### src/hdl/ssmd_pkg.sv
// shared types, register codes and reset values for the sensor smoothing block
`default_nettype none

package ssmd_pkg;

	// default widths
	localparam int SAMPLE_BITS_DEF = 12;
	localparam int TIME_BITS_DEF   = 32;

	// register and port widths
	localparam int THR_W = 12;
	localparam int MS_W  = 16;
	localparam int CFG_W = 16;
	localparam int IDX_W = 3;

	// register indexes on the configuration port
	typedef enum logic [IDX_W-1:0] {
		REG_MARK_THR  = 3'd0,
		REG_MARK_LOW  = 3'd1,
		REG_OBS_THR   = 3'd2,
		REG_DEBOUNCE  = 3'd3,
		REG_REARM     = 3'd4
	} reg_idx_t;

	// request codes of an input word
	typedef enum logic {
		REQ_SAMPLE  = 1'b0,
		REQ_CONSUME = 1'b1
	} req_t;

	// configuration register set
	typedef struct packed {
		logic [THR_W-1:0] mark_threshold;
		logic             mark_active_low;
		logic [THR_W-1:0] obstacle_threshold;
		logic [MS_W-1:0]  debounce_ms;
		logic [MS_W-1:0]  rearm_ms;
	} cfg_t;

	localparam cfg_t CFG_RESET = '{
		mark_threshold:     12'd2048,
		mark_active_low:    1'b1,
		obstacle_threshold: 12'd2048,
		debounce_ms:        16'd20,
		rearm_ms:           16'd500
	};

	// per-word control from the top level to the merge stage
	typedef struct packed {
		logic sample;
		logic consume;
	} item_ctl_t;

endpackage

`default_nettype wire

### src/hdl/ssmd_lane.sv
// one filter lane: 3/4 old plus 1/4 new smoothing and threshold compare
`default_nettype none

module ssmd_lane #(
	parameter int SAMPLE_BITS = ssmd_pkg::SAMPLE_BITS_DEF
) (
	input  wire logic                         clk,
	input  wire logic                         arst_n,
	input  wire logic                         update,
	input  wire logic [SAMPLE_BITS-1:0]       raw,
	input  wire logic [ssmd_pkg::THR_W-1:0]   threshold,
	output logic      [SAMPLE_BITS-1:0]       value,
	output logic                              at_or_above
);

	localparam int SumW = SAMPLE_BITS + 2;
	localparam int CmpW = (SAMPLE_BITS > ssmd_pkg::THR_W) ? SAMPLE_BITS : ssmd_pkg::THR_W;

	logic [SAMPLE_BITS-1:0] filt_q;
	logic [SAMPLE_BITS-1:0] filt_next;
	logic [SumW-1:0]        sum;

	// old * 3 + raw, then divide by four
	assign sum = {2'b00, filt_q} + {1'b0, filt_q, 1'b0} + {2'b00, raw};
	assign filt_next = (filt_q == '0) ? raw : sum[SumW-1:2];

	// value seen by this word: updated on a sample, held otherwise
	assign value = update ? filt_next : filt_q;
	assign at_or_above = CmpW'(value) >= CmpW'(threshold);

	// filter state
	always_ff @(posedge clk or negedge arst_n) begin
		if (!arst_n) begin
			filt_q <= '0;
		end else if (update) begin
			filt_q <= filt_next;
		end
	end

endmodule

`default_nettype wire

### src/hdl/ssmd_debounce.sv
// merge stage: mark detection, hold-time debounce, re-arm and edge latch
`default_nettype none

module ssmd_debounce #(
	parameter int SAMPLE_BITS = ssmd_pkg::SAMPLE_BITS_DEF,
	parameter int TIME_BITS   = ssmd_pkg::TIME_BITS_DEF
) (
	input  wire logic                    clk,
	input  wire logic                    arst_n,
	input  wire ssmd_pkg::item_ctl_t     ctl,
	input  wire ssmd_pkg::cfg_t          cfg,
	input  wire logic [TIME_BITS-1:0]    now_ms,
	input  wire logic [SAMPLE_BITS-1:0]  mark_value,
	input  wire logic                    mark_ge,
	output logic                         present,
	output logic                         taken
);

	localparam int CmpW = (SAMPLE_BITS > ssmd_pkg::THR_W) ? SAMPLE_BITS : ssmd_pkg::THR_W;

	logic                 cand_q;
	logic [TIME_BITS-1:0] cand_start_q;
	logic                 stable_q;
	logic [TIME_BITS-1:0] last_edge_q;
	logic                 latch_q;

	logic                 det;
	logic                 cand_change;
	logic [TIME_BITS-1:0] held_time;
	logic [TIME_BITS-1:0] since_edge;
	logic                 held;
	logic                 go;
	logic                 rise;
	logic                 stable_next;

	// detection with selectable polarity
	always_comb begin
		if (cfg.mark_active_low) begin
			det = !mark_ge;
		end else begin
			det = mark_ge && (CmpW'(mark_value) != CmpW'(cfg.mark_threshold));
		end
	end

	// hold time and re-arm interval, modulo the timestamp width
	assign cand_change = (det != cand_q);
	assign held_time   = now_ms - cand_start_q;
	assign since_edge  = now_ms - last_edge_q;
	assign held = cand_change ? (cfg.debounce_ms == '0)
	                          : (held_time >= TIME_BITS'(cfg.debounce_ms));
	assign go          = held && (stable_q != det);
	assign rise        = go && det && (since_edge >= TIME_BITS'(cfg.rearm_ms));
	assign stable_next = go ? det : stable_q;

	// result bits
	assign present = ctl.sample ? stable_next : stable_q;
	assign taken   = ctl.consume ? latch_q : 1'b0;

	// debounce state
	always_ff @(posedge clk or negedge arst_n) begin
		if (!arst_n) begin
			cand_q       <= 1'b0;
			cand_start_q <= '0;
			stable_q     <= 1'b0;
			last_edge_q  <= '0;
			latch_q      <= 1'b0;
		end else if (ctl.sample) begin
			cand_q   <= det;
			stable_q <= stable_next;
			if (cand_change) begin
				cand_start_q <= now_ms;
			end
			if (rise) begin
				latch_q     <= 1'b1;
				last_edge_q <= now_ms;
			end
		end else if (ctl.consume) begin
			latch_q <= 1'b0;
		end
	end

	// a consume word always leaves the latch clear
	assert property (@(posedge clk) disable iff (!arst_n)
		ctl.consume |=> !latch_q)
		else $error("edge latch not cleared by consume word");

	// the stable level moves only on a sample word
	assert property (@(posedge clk) disable iff (!arst_n)
		!ctl.sample |=> $stable(stable_q))
		else $error("stable level changed without a sample word");

	// a newly set latch comes with a high stable level and the edge time recorded
	assert property (@(posedge clk) disable iff (!arst_n)
		ctl.sample && rise |=> latch_q && stable_q && (last_edge_q == $past(now_ms)))
		else $error("latched edge without stable level or edge time");

	// the latch never sets on a consume word
	assert property (@(posedge clk) disable iff (!arst_n)
		!ctl.sample && !latch_q |=> !latch_q)
		else $error("edge latch set without a sample word");

endmodule

`default_nettype wire

### src/hdl/sensor_smoothing_and_mark_debounce.sv
// top level: four filter lanes, mark debounce merge stage and a two-word output buffer
//
//  channel  signals                                   direction  handshake
//  in       req_type raw_mark *_raw now_ms             input      in_valid / in_ready
//  out      smooth_* *_obstacle mark_present edge_taken output    out_valid / out_ready
//  cfg      cfg_index cfg_data                        input      cfg_we, no wait
//
// one word per cycle while in_ready is high: lanes, debounce and edge latch all settle in the
// cycle a word is taken, and its result is written into the output buffer as the word is taken
// a two-word output buffer lets words be taken while the output stalls; in_ready falls
// only when both words wait
// reset clears filters, debounce state, latch, buffer and restores register defaults
`default_nettype none

module sensor_smoothing_and_mark_debounce #(
	parameter int SAMPLE_BITS = ssmd_pkg::SAMPLE_BITS_DEF,
	parameter int TIME_BITS   = ssmd_pkg::TIME_BITS_DEF
) (
	input  wire logic                          clk,
	input  wire logic                          arst_n,
	// configuration
	input  wire logic                          cfg_we,
	input  wire logic [ssmd_pkg::IDX_W-1:0]    cfg_index,
	input  wire logic [ssmd_pkg::CFG_W-1:0]    cfg_data,
	// input words
	input  wire logic                          in_valid,
	output logic                               in_ready,
	input  wire logic                          req_type,
	input  wire logic [SAMPLE_BITS-1:0]        raw_mark,
	input  wire logic [SAMPLE_BITS-1:0]        front_raw,
	input  wire logic [SAMPLE_BITS-1:0]        left_raw,
	input  wire logic [SAMPLE_BITS-1:0]        right_raw,
	input  wire logic [TIME_BITS-1:0]          now_ms,
	// result words
	output logic                               out_valid,
	input  wire logic                          out_ready,
	output logic      [SAMPLE_BITS-1:0]        smooth_mark,
	output logic      [SAMPLE_BITS-1:0]        smooth_front,
	output logic      [SAMPLE_BITS-1:0]        smooth_left,
	output logic      [SAMPLE_BITS-1:0]        smooth_right,
	output logic                               front_obstacle,
	output logic                               left_obstacle,
	output logic                               right_obstacle,
	output logic                               mark_present,
	output logic                               edge_taken
);

	localparam int ResW = 4 * SAMPLE_BITS + 5;

	ssmd_pkg::cfg_t      cfg_q;
	ssmd_pkg::item_ctl_t ctl;

	logic                   push;
	logic                   pop;
	logic [SAMPLE_BITS-1:0] mark_v;
	logic [SAMPLE_BITS-1:0] front_v;
	logic [SAMPLE_BITS-1:0] left_v;
	logic [SAMPLE_BITS-1:0] right_v;
	logic                   mark_ge;
	logic                   front_ge;
	logic                   left_ge;
	logic                   right_ge;
	logic                   present;
	logic                   taken;
	logic [ResW-1:0]        res_d;
	logic [ResW-1:0]        res_rd;

	logic [ResW-1:0]        slot_q [2];
	logic                   wr_ptr_q;
	logic                   rd_ptr_q;
	logic [1:0]             cnt_q;

	// configuration registers
	always_ff @(posedge clk or negedge arst_n) begin
		if (!arst_n) begin
			cfg_q <= ssmd_pkg::CFG_RESET;
		end else if (cfg_we) begin
			case (ssmd_pkg::reg_idx_t'(cfg_index))
				ssmd_pkg::REG_MARK_THR: begin
					cfg_q.mark_threshold <= cfg_data[ssmd_pkg::THR_W-1:0];
				end
				ssmd_pkg::REG_MARK_LOW: begin
					cfg_q.mark_active_low <= cfg_data[0];
				end
				ssmd_pkg::REG_OBS_THR: begin
					cfg_q.obstacle_threshold <= cfg_data[ssmd_pkg::THR_W-1:0];
				end
				ssmd_pkg::REG_DEBOUNCE: begin
					cfg_q.debounce_ms <= cfg_data[ssmd_pkg::MS_W-1:0];
				end
				ssmd_pkg::REG_REARM: begin
					cfg_q.rearm_ms <= cfg_data[ssmd_pkg::MS_W-1:0];
				end
				default: begin
				end
			endcase
		end
	end

	// word handshake and decode
	assign in_ready    = !cnt_q[1];
	assign out_valid   = (cnt_q != 2'd0);
	assign push        = in_valid && in_ready;
	assign pop         = out_valid && out_ready;
	assign ctl.sample  = push && (req_type == ssmd_pkg::REQ_SAMPLE);
	assign ctl.consume = push && (req_type == ssmd_pkg::REQ_CONSUME);

	// filter lanes
	ssmd_lane #(.SAMPLE_BITS(SAMPLE_BITS)) u_lane_mark (
		.clk(clk), .arst_n(arst_n), .update(ctl.sample), .raw(raw_mark),
		.threshold(cfg_q.mark_threshold), .value(mark_v), .at_or_above(mark_ge)
	);
	ssmd_lane #(.SAMPLE_BITS(SAMPLE_BITS)) u_lane_front (
		.clk(clk), .arst_n(arst_n), .update(ctl.sample), .raw(front_raw),
		.threshold(cfg_q.obstacle_threshold), .value(front_v), .at_or_above(front_ge)
	);
	ssmd_lane #(.SAMPLE_BITS(SAMPLE_BITS)) u_lane_left (
		.clk(clk), .arst_n(arst_n), .update(ctl.sample), .raw(left_raw),
		.threshold(cfg_q.obstacle_threshold), .value(left_v), .at_or_above(left_ge)
	);
	ssmd_lane #(.SAMPLE_BITS(SAMPLE_BITS)) u_lane_right (
		.clk(clk), .arst_n(arst_n), .update(ctl.sample), .raw(right_raw),
		.threshold(cfg_q.obstacle_threshold), .value(right_v), .at_or_above(right_ge)
	);

	// merge stage on the mark lane
	ssmd_debounce #(.SAMPLE_BITS(SAMPLE_BITS), .TIME_BITS(TIME_BITS)) u_debounce (
		.clk(clk), .arst_n(arst_n), .ctl(ctl), .cfg(cfg_q), .now_ms(now_ms),
		.mark_value(mark_v), .mark_ge(mark_ge), .present(present), .taken(taken)
	);

	// result word
	assign res_d = {mark_v, front_v, left_v, right_v,
	                front_ge, left_ge, right_ge, present, taken};

	// two-word output buffer, payload
	always_ff @(posedge clk) begin
		if (push) begin
			slot_q[wr_ptr_q] <= res_d;
		end
	end

	// two-word output buffer, control
	always_ff @(posedge clk or negedge arst_n) begin
		if (!arst_n) begin
			wr_ptr_q <= 1'b0;
			rd_ptr_q <= 1'b0;
			cnt_q    <= 2'd0;
		end else begin
			if (push) begin
				wr_ptr_q <= !wr_ptr_q;
			end
			if (pop) begin
				rd_ptr_q <= !rd_ptr_q;
			end
			if (push && !pop) begin
				cnt_q <= cnt_q + 2'd1;
			end else if (pop && !push) begin
				cnt_q <= cnt_q - 2'd1;
			end
		end
	end

	// output unpack
	assign res_rd         = slot_q[rd_ptr_q];
	assign smooth_mark    = res_rd[4*SAMPLE_BITS+4:3*SAMPLE_BITS+5];
	assign smooth_front   = res_rd[3*SAMPLE_BITS+4:2*SAMPLE_BITS+5];
	assign smooth_left    = res_rd[2*SAMPLE_BITS+4:SAMPLE_BITS+5];
	assign smooth_right   = res_rd[SAMPLE_BITS+4:5];
	assign front_obstacle = res_rd[4];
	assign left_obstacle  = res_rd[3];
	assign right_obstacle = res_rd[2];
	assign mark_present   = res_rd[1];
	assign edge_taken     = res_rd[0];

endmodule

`default_nettype wire
### config.mk
export PLATFORM = sky130hd
export DESIGN_NAME = sensor_smoothing_and_mark_debounce
export DESIGN_NICKNAME = d
export VERILOG_FILES = /design/src/hdl/ssmd_pkg.sv /design/src/hdl/ssmd_lane.sv /design/src/hdl/ssmd_debounce.sv /design/src/hdl/sensor_smoothing_and_mark_debounce.sv
export SDC_FILE = /design/constraint.sdc
export NUM_CORES = 1
export LEC_CHECK = 0
export ABC_AREA = 1
export BUFFER_PORTS_ARGS = -buffer_cell sky130_fd_sc_hd__buf_2
export CAP_MARGIN = 20
export CORE_ASPECT_RATIO = 1.5
export CORE_MARGIN = 8
export CORE_UTILIZATION = 55
export DETAILED_ROUTE_END_ITERATION = 12
export PLACE_DENSITY = 0.74
export SLEW_MARGIN = 25
export SYNTH_ARGS = -nofsm -noshare
export SYNTH_HDL_FRONTEND = slang
export SYNTH_SLANG_ARGS = --single-unit
### constraint.sdc
create_clock -name clk -period 3.8 [get_ports clk]
set_input_delay 0.38 -clock clk [delete_from_list [all_inputs] [get_ports clk]]
set_output_delay 0.38 -clock clk [all_outputs]
set_load 0.01 [all_outputs]
After elaboration in Yosys (flattened, before gate mapping)
Memory sizes are Yosys's and may differ from the RTL's.
Index checks and enable logic that the tools add are counted.
{"block": "totals", "ff_bits": 176, "ramBits": 106, "memories": 1}
{"block": "op_classes", "addsub": 12, "n_lt_le_gt_ge": 6, "eq_ne": 8, "mux": 20, "bitwise_logic": 1, "n_reduce_logical": 33}
{"name": "slot_q", "words": 2, "word_bits": 53, "read_ports": 1, "rd_ports_with_merged_regs": 0, "wr": 1, "line_no": "sensor_smoothing_and_mark_debounce.sv:68", "text": "logic [ResW-1:0] slot_q [2];"}
{"operator": "$mux W12", "count": 8}
{"operator": "$ge A32 B16 Y1", "count": 2}
{"operator": "$sub A32 B32 Y32", "count": 2}
{"operator": "$add A12 B13 Y14", "count": 4}
{"operator": "$add A14 B12 Y14", "count": 4}
{"operator": "$ge A12 B12 Y1", "count": 4}
{"operator": "$logic_not A12 Y1", "count": 4}
{"operator": "$logic_not A16 Y1", "count": 1}
{"operator": "$reduce_and A2 Y1", "count": 8}
{"operator": "$ne A12 B12 Y1", "count": 1}
{"operator": "$logic_and A1 B1 Y1", "count": 10}
{"operator": "$mux W1", "count": 10}
{"operator": "$eq A3 B2 Y1 const B", "count": 2}
{"operator": "$logic_not A1 Y1", "count": 6}
{"operator": "$reduce_bool A2 Y1", "count": 3}
{"operator": "$mux W2", "count": 2}
{"operator": "$eq A3 B1 Y1 const B", "count": 1}
{"operator": "$eq A3 B3 Y1 const B", "count": 1}
{"operator": "$logic_not A3 Y1", "count": 1}
{"operator": "$add A2 B1 Y2 const B", "count": 1}
{"operator": "$ne A1 B1 Y1", "count": 2}
{"operator": "$ne A2 B1 Y1 const B", "count": 1}
{"operator": "$sub A2 B1 Y2 const B", "count": 1}
{"operator": "$not A1 Y1", "count": 1}

Logic depth before layout (Yosys ltp)
{"block": "depth", "depth_word": 14, "ltp_mapped": 33, "mapped_depth_nobuf": 32}

Cells and area by module
From an unflattened synthesis, not the netlist that was laid out.
{"block": "hier_totals", "hier_cells": 3112, "area_unflattened_um2": 22534.1}
{"module": "ssmd_debounce", "instances": 1, "cells_each": 1431, "area_per_inst_um2": 8580.7}
{"module": "sensor_smoothing_and_mark_debounce", "instances": 1, "cells_each": 550, "area_per_inst_um2": 6412.4}
{"module": "ssmd_lane at u_lane_left ...", "instances": 2, "cells_each": 283, "area_per_inst_um2": 1885.6}
{"module": "ssmd_lane at u_lane_right", "instances": 1, "cells_each": 284, "area_per_inst_um2": 1888.1}
{"module": "ssmd_lane at u_lane_front", "instances": 1, "cells_each": 281, "area_per_inst_um2": 1881.8}

Worst setup path before layout
OpenSTA, ideal clock, no wires.
{"block": "synth_path", "kind": "input to register", "startpoint": "in raw_mark[1]", "endpoint": "reg u_debounce.last_edge_q[0]", "setup_time_ns": 0.121, "arrival_ns": 3.987, "required_ns": 3.679, "slack_ns": -0.309, "stages": 30, "path_cell_list": "inv_1 > fa_1 > nor3_1 > fa_1 > nand3_1 > nand2_1 > nand4_1 > nand2_1 > nand2_1 > o21ai_0 > a21oi_1 > o21ai_0 > nand3_1 > o21a_1 > ha_1 > nand2_1 > nor2_1 > and2_1 > nand2_1 > nand3_1 > nand3_1 > nand3_1 > nand2_1 > nand2_1 > nor2_1 > nand3_1 > nand3_2 > buf_2 > o21bai_1 > nand2_1"}
{"block": "synth_between", "elab_chain_cells": 12}
{"item": "start: declaration", "line_no": "sensor_smoothing_and_mark_debounce.sv:29", "text": "input wire logic [SAMPLE_BITS-1:0] raw_mark,"}
{"item": "$add A14 B12 Y14 (*)", "line_no": "ssmd_lane.sv:24", "text": "assign sum = {2'b00, filt_q} + {1'b0, filt_q, 1'b0} + {2'b00, raw};"}
{"item": "$mux W12 (*)", "line_no": "ssmd_lane.sv:25", "text": "assign filt_next = (filt_q == '0) ? raw : sum[SumW-1:2];"}
{"item": "$mux W12 (*)", "line_no": "ssmd_lane.sv:28", "text": "assign value = update ? filt_next : filt_q;"}
{"item": "net mark_v[9]", "line_no": "sensor_smoothing_and_mark_debounce.sv:55", "text": "logic [SAMPLE_BITS-1:0] mark_v;"}
{"item": "$ge A12 B12 Y1 or $ne A12 B12 Y1 (tied branches)", "line_no": "ssmd_lane.sv:29, ssmd_debounce.sv:41"}
{"item": "$logic_and A1 B1 Y1 or $logic_not A1 Y1 (tied branches)", "line_no": "ssmd_debounce.sv:41, ssmd_debounce.sv:39"}
{"item": "$mux W1 (*)", "line_no": "ssmd_debounce.sv:38", "text": "if (cfg.mark_active_low) begin"}
{"item": "$ne A1 B1 Y1", "line_no": "ssmd_debounce.sv:46", "text": "assign cand_change = (det != cand_q);"}
{"item": "$mux W1", "line_no": "ssmd_debounce.sv:49", "text": "assign held = cand_change ? (cfg.debounce_ms == '0)"}
{"item": "$logic_and A1 B1 Y1", "line_no": "ssmd_debounce.sv:51", "text": "assign go = held && (stable_q != det);"}
{"item": "$logic_and A1 B1 Y1 (*) (2 in series)", "line_no": "ssmd_debounce.sv:52", "text": "assign rise = go && det && (since_edge >= TIME_BITS'(cfg.rearm_ms));"}
{"item": "$reduce_and A2 Y1 (no line) (*)"}
{"item": "end signal: assignment", "line_no": "ssmd_debounce.sv:75", "text": "last_edge_q <= now_ms;"}
{"item": "end: declaration", "line_no": "ssmd_debounce.sv:24", "text": "logic [TIME_BITS-1:0] last_edge_q;"}
Mark *: on every way through the listed nets, which the timed path passes. The rest lies on a longest branch.
A chain may end at the register's enable or synchronous reset.

Final worst setup path
{"block": "layout_path", "startpoint": "reg u_lane_mark.filt_q[1]", "endpoint": "reg u_debounce.last_edge_q[19]"}
{"block": "layout_between", "elab_chain_cells": 13}
{"item": "start: declaration", "line_no": "ssmd_lane.sv:19", "text": "logic [SAMPLE_BITS-1:0] filt_q;"}
{"item": "start signal: assignment", "line_no": "ssmd_lane.sv:36", "text": "filt_q <= filt_next;"}
{"item": "$add A12 B13 Y14", "line_no": "ssmd_lane.sv:24"}
{"item": "$add A14 B12 Y14", "line_no": "ssmd_lane.sv:24"}
{"item": "$mux W12 (*)", "line_no": "ssmd_lane.sv:25"}
{"item": "$mux W12 (*)", "line_no": "ssmd_lane.sv:28"}
{"item": "net mark_v[5]", "line_no": "sensor_smoothing_and_mark_debounce.sv:55"}
{"item": "$ge A12 B12 Y1 or $ne A12 B12 Y1 (tied branches)", "line_no": "ssmd_lane.sv:29, ssmd_debounce.sv:41"}
{"item": "$logic_and A1 B1 Y1 or $logic_not A1 Y1 (tied branches)", "line_no": "ssmd_debounce.sv:41, ssmd_debounce.sv:39"}
{"item": "$mux W1 (*)", "line_no": "ssmd_debounce.sv:38"}
{"item": "$ne A1 B1 Y1", "line_no": "ssmd_debounce.sv:46"}
{"item": "$mux W1", "line_no": "ssmd_debounce.sv:49"}
{"item": "$logic_and A1 B1 Y1", "line_no": "ssmd_debounce.sv:51"}
{"item": "$logic_and A1 B1 Y1 (*) (2 in series)", "line_no": "ssmd_debounce.sv:52"}
{"item": "$reduce_and A2 Y1 (no line) (*)"}
Marked as above.

==> reports/metrics.yaml <==
outcome:
  outcome: "finished, violations left"
  violations: "negative setup slack"
layout:
  drive_gt1_frac: 0.1885
  nNetsFinal: 3420
  seqCellArea_sq_um: 7611
  fin_area_sq_um: 25370
  area_growth_pct: 21.16
  multi_input_area_sq_um: 12050
  fillers: 3148
timing:
  rsz0062_at_grt: "yes"
  hold_slack_ns: 0.1230
  setup-tns-final_ns: -44.24
  fin_crit_ns: 4.592
  fin_skew_ns: 0.01819
  setup_viol: 68
  fmax_mhz: 217.8
  report.final.slew_viol_count: 0
  post-route-period-util: 1.209
  hold_viol: 0
  worst_pin_slew_ns: 0.9590
  slew_headroom: 0.3589
  fin_ws_ns: -0.7923
critical_path:
  crit_type: "reg2reg"
  endpoint_kind: "register"
  cp_common_cell: "nand2_1"
  critPathLaunchType: "register"
  critPathRequiredTime_ns: 4.28
  cpPeakStageDelay_ns: 0.54
  worstReg2RegStart: "u_lane_mark.filt_q[1]"
  cp_max_fo: 8
  slowest_stage: "fa_1"
  crit_arrival_ns: 5.07
  cp-startpoint: "u_lane_mark.filt_q[1]"
clock_network:
  clk_latency_ns: 0.55
  cts-root-buf: "clkbuf_16"
  clk_path_buf_depth: 3
  cts_max_level: 1
  cts_inserted_buffers: 27
  cts_tree: "done"
  clk_pin_slew_worst_paths_ns: 0.06
  numClockSinks: 282
floorplanning:
  die_h_um: 255.0
  fp.dieW_um: 175.3
  rows: 87
  initial_utilization: 0.5577
  dieArea_sq_um: 44710
  core_sq_um: 37550
  num_io_pins: 160
placed_design:
  port_buffers: 159
  pre_cts_ws_ns: -1.182
  place_hpwl_mm: 49.34
  placed_area_sq_um: 23370
  gp_congestion: 0.9435
synth:
  syn_nets: 3089
  yosysWarnings: 0
  synth_top_family_by_area: "simple AND/OR/NAND/NOR gates"
  ys_async_sr_fraction: 0.6241
  syn_area_sq_um: 20940
  dominantRegCellSynth: "dfrtp_1"
  synth-compound-area-share: 0.1111
  synth_most_common_cell: "nand2_1"
  synth_edf_count: 106
  synth_area_leaders: "dfrtp_1 20%, nand2_1 16%, edfxtp_1 15%, ha_1 11%, inv_1 7.8%"
  synth_cell_type_count: 51
  yosys.area_share.simple: 0.2503
  synth_commonest_cells: "878 x nand2_1, 435 x inv_1, 187 x ha_1, 170 x nor2_1"
  avgSynthCellArea_sq_um: 7.624
  synth_top_area_frac: 0.1972
  synthMuxAreaShare: 0.003644
  ys_seq_elements: 282
  synthesis.instances: 2747
  synth_area_leader_cell: "dfrtp_1"
  synth_adder_area_share: 0.1595
  synthXorXnorAreaFrac: 0.02133
  ys_seq_area_frac: 0.3629
routing:
  wire_per_inst_um: 17.94
  routed_via_density: 5.391
  firstDrtPassIters: 7
  drc_errors: 0
  drt-initial-drc-count: 1354
  wl_mm: 64.41
  postRouteAntennaNets: 0
  num_vias: 19353
global_route:
  grt_pass1_wl_mm: 100.6
  grt_max_degree: 84
  antenna_found_initial: 5
  grt_pass1_vias: 19669
  grt_usage: 0.2824
  gr-total-overflow: 0
worst_hold_path:
  hold_class: "in2reg"
  hp-start: "out_ready"
job:
  drv_cap: 0
power_and_ir_drop:
  powerDensity_nw_per_um2: 983.9
  ir_drop_v: 0.0008772
  power_leakage_nw: 13.13
## worst max-delay path, delay by kind of cell (launching register included)
family                     cells  cell delay [ns]
AOI/OAI and AO/OA              5             0.73
adders and majority gates      3             1.19
buffers and inverters          5             0.55
DFF                            1             0.41
and+or+nand+nor               19             1.65
## cells by family (layout without fill, tap and decap cells)
kind of cell / count (synthesis) / after routing
AOI/OAI and AO/OA: 405 / 405
xor gates and xnor gates: 51 / 51
adders and majority gates: 237 / 237
buffers and inverters: 496 / 846
DFF: 282 / 282
muxes: 7 / 7
other: 0 / 3
and+or+nand+nor: 1269 / 1270
## timing repair
item | in CTS | in global routing
buffers inserted | 26 | 8
hold buffers | 1 | 0
gates resized for setup | 72 | 104
pin swaps | 25 | 36
gates cloned | 11 | 0
endpoints found under the setup margin | 73 | 75
endpoints found under the hold margin | 81 | 0
## power breakdown
| part | internal (mW) | switching [mW] | total [mW] |
|---|---|---|---|
| clock network | 1.42 | 1.17 | 2.59 |
| logic | 7.23 | 10.0 | 17.2 |
| registers | 4.50 | 0.647 | 5.15 |
| total | 13.1 | 11.8 | 25.0 |
## layout make-up
class                           instances  share of cell area
Antenna cell                            3           0.0002959
Clock buffer                           36             0.02875
Clock inverter                         13            0.003698
Inverter                              443             0.06553
Multi-Input combinational cell       1970              0.4749
Sequential cell                       282              0.3000
Tap cell                              489             0.02411
Timing Repair Buffer                  354              0.1028
## sequential cells by signal, indices dropped and copies added, names as in the netlist, 12 cells and up
name                     count
u_lane_mark.filt_q          12
slot_q                     106
cfg_q                       57
u_lane_left.filt_q          12
u_debounce.last_edge_q      32
u_lane_front.filt_q         12
u_debounce.cand_start_q     32
u_lane_right.filt_q         12
## cells in the final DEF, fill, tap and decap left out, types with 7 or more instances in the layout
cell type / n
a21oi_1: 145
a21oi_2: 21
and2_1: 7
buf_12: 10
buf_16: 8
buf_2: 158
buf_4: 165
buf_6: 8
clkbuf_1: 7
clkbuf_16: 27
dfrtp_1: 157
dfrtp_2: 8
dfstp_2: 11
edfxtp_1: 106
fa_1: 46
ha_1: 174
ha_4: 10
inv_1: 432
inv_2: 10
nand2_1: 854
nand2_2: 30
nand3_1: 94
nand3_2: 13
nand3b_1: 10
nand4_1: 29
nor2_1: 150
nor2_2: 21
nor2_4: 13
nor3_1: 13
nor4_1: 11
o211ai_1: 12
o21a_1: 22
o21ai_0: 108
o21ai_1: 13
o21bai_1: 41
or2_2: 10
xnor2_1: 11
xor2_1: 40
## through the flow
stage	total power, mW	utilization	cells
global route	27.19	0.6755	3587
CTS	24.12	0.6651	3582
finish	24.97	0.6757	3590
global placement	20.13	0.6223	3495
detailed placement	20.68	0.6223	3495
floorplan	15.61	-	2747
## layer usage
| layer | track usage | up-vias | wire length, um |
|---|---|---|---|
| li1 | - | 9483 | - |
| met1 | 0.2941 | 9008 | 23320 |
| met2 | 0.5356 | 657 | 33710 |
| met3 | 0.03794 | 201 | 3243 |
| met4 | 0.1632 | 4 | 4110 |
| met5 | 0 | - | 25 |
## final timing paths
path                                               end  depth (start not counted)  slack [ns]
setup reg to reg            u_debounce.last_edge_q[19]                         32       -0.79
max in group asynchronous                    cfg_q[18]                          3        2.35
setup / recovery            u_debounce.last_edge_q[19]                         32       -0.79
hold / removal                                rd_ptr_q                          3        0.12
hold reg to reg                               cnt_q[0]                          1        0.48
min in group asynchronous  u_debounce.cand_start_q[19]                          2        0.42
No activity file was read; power rests on OpenSTA's default activity.
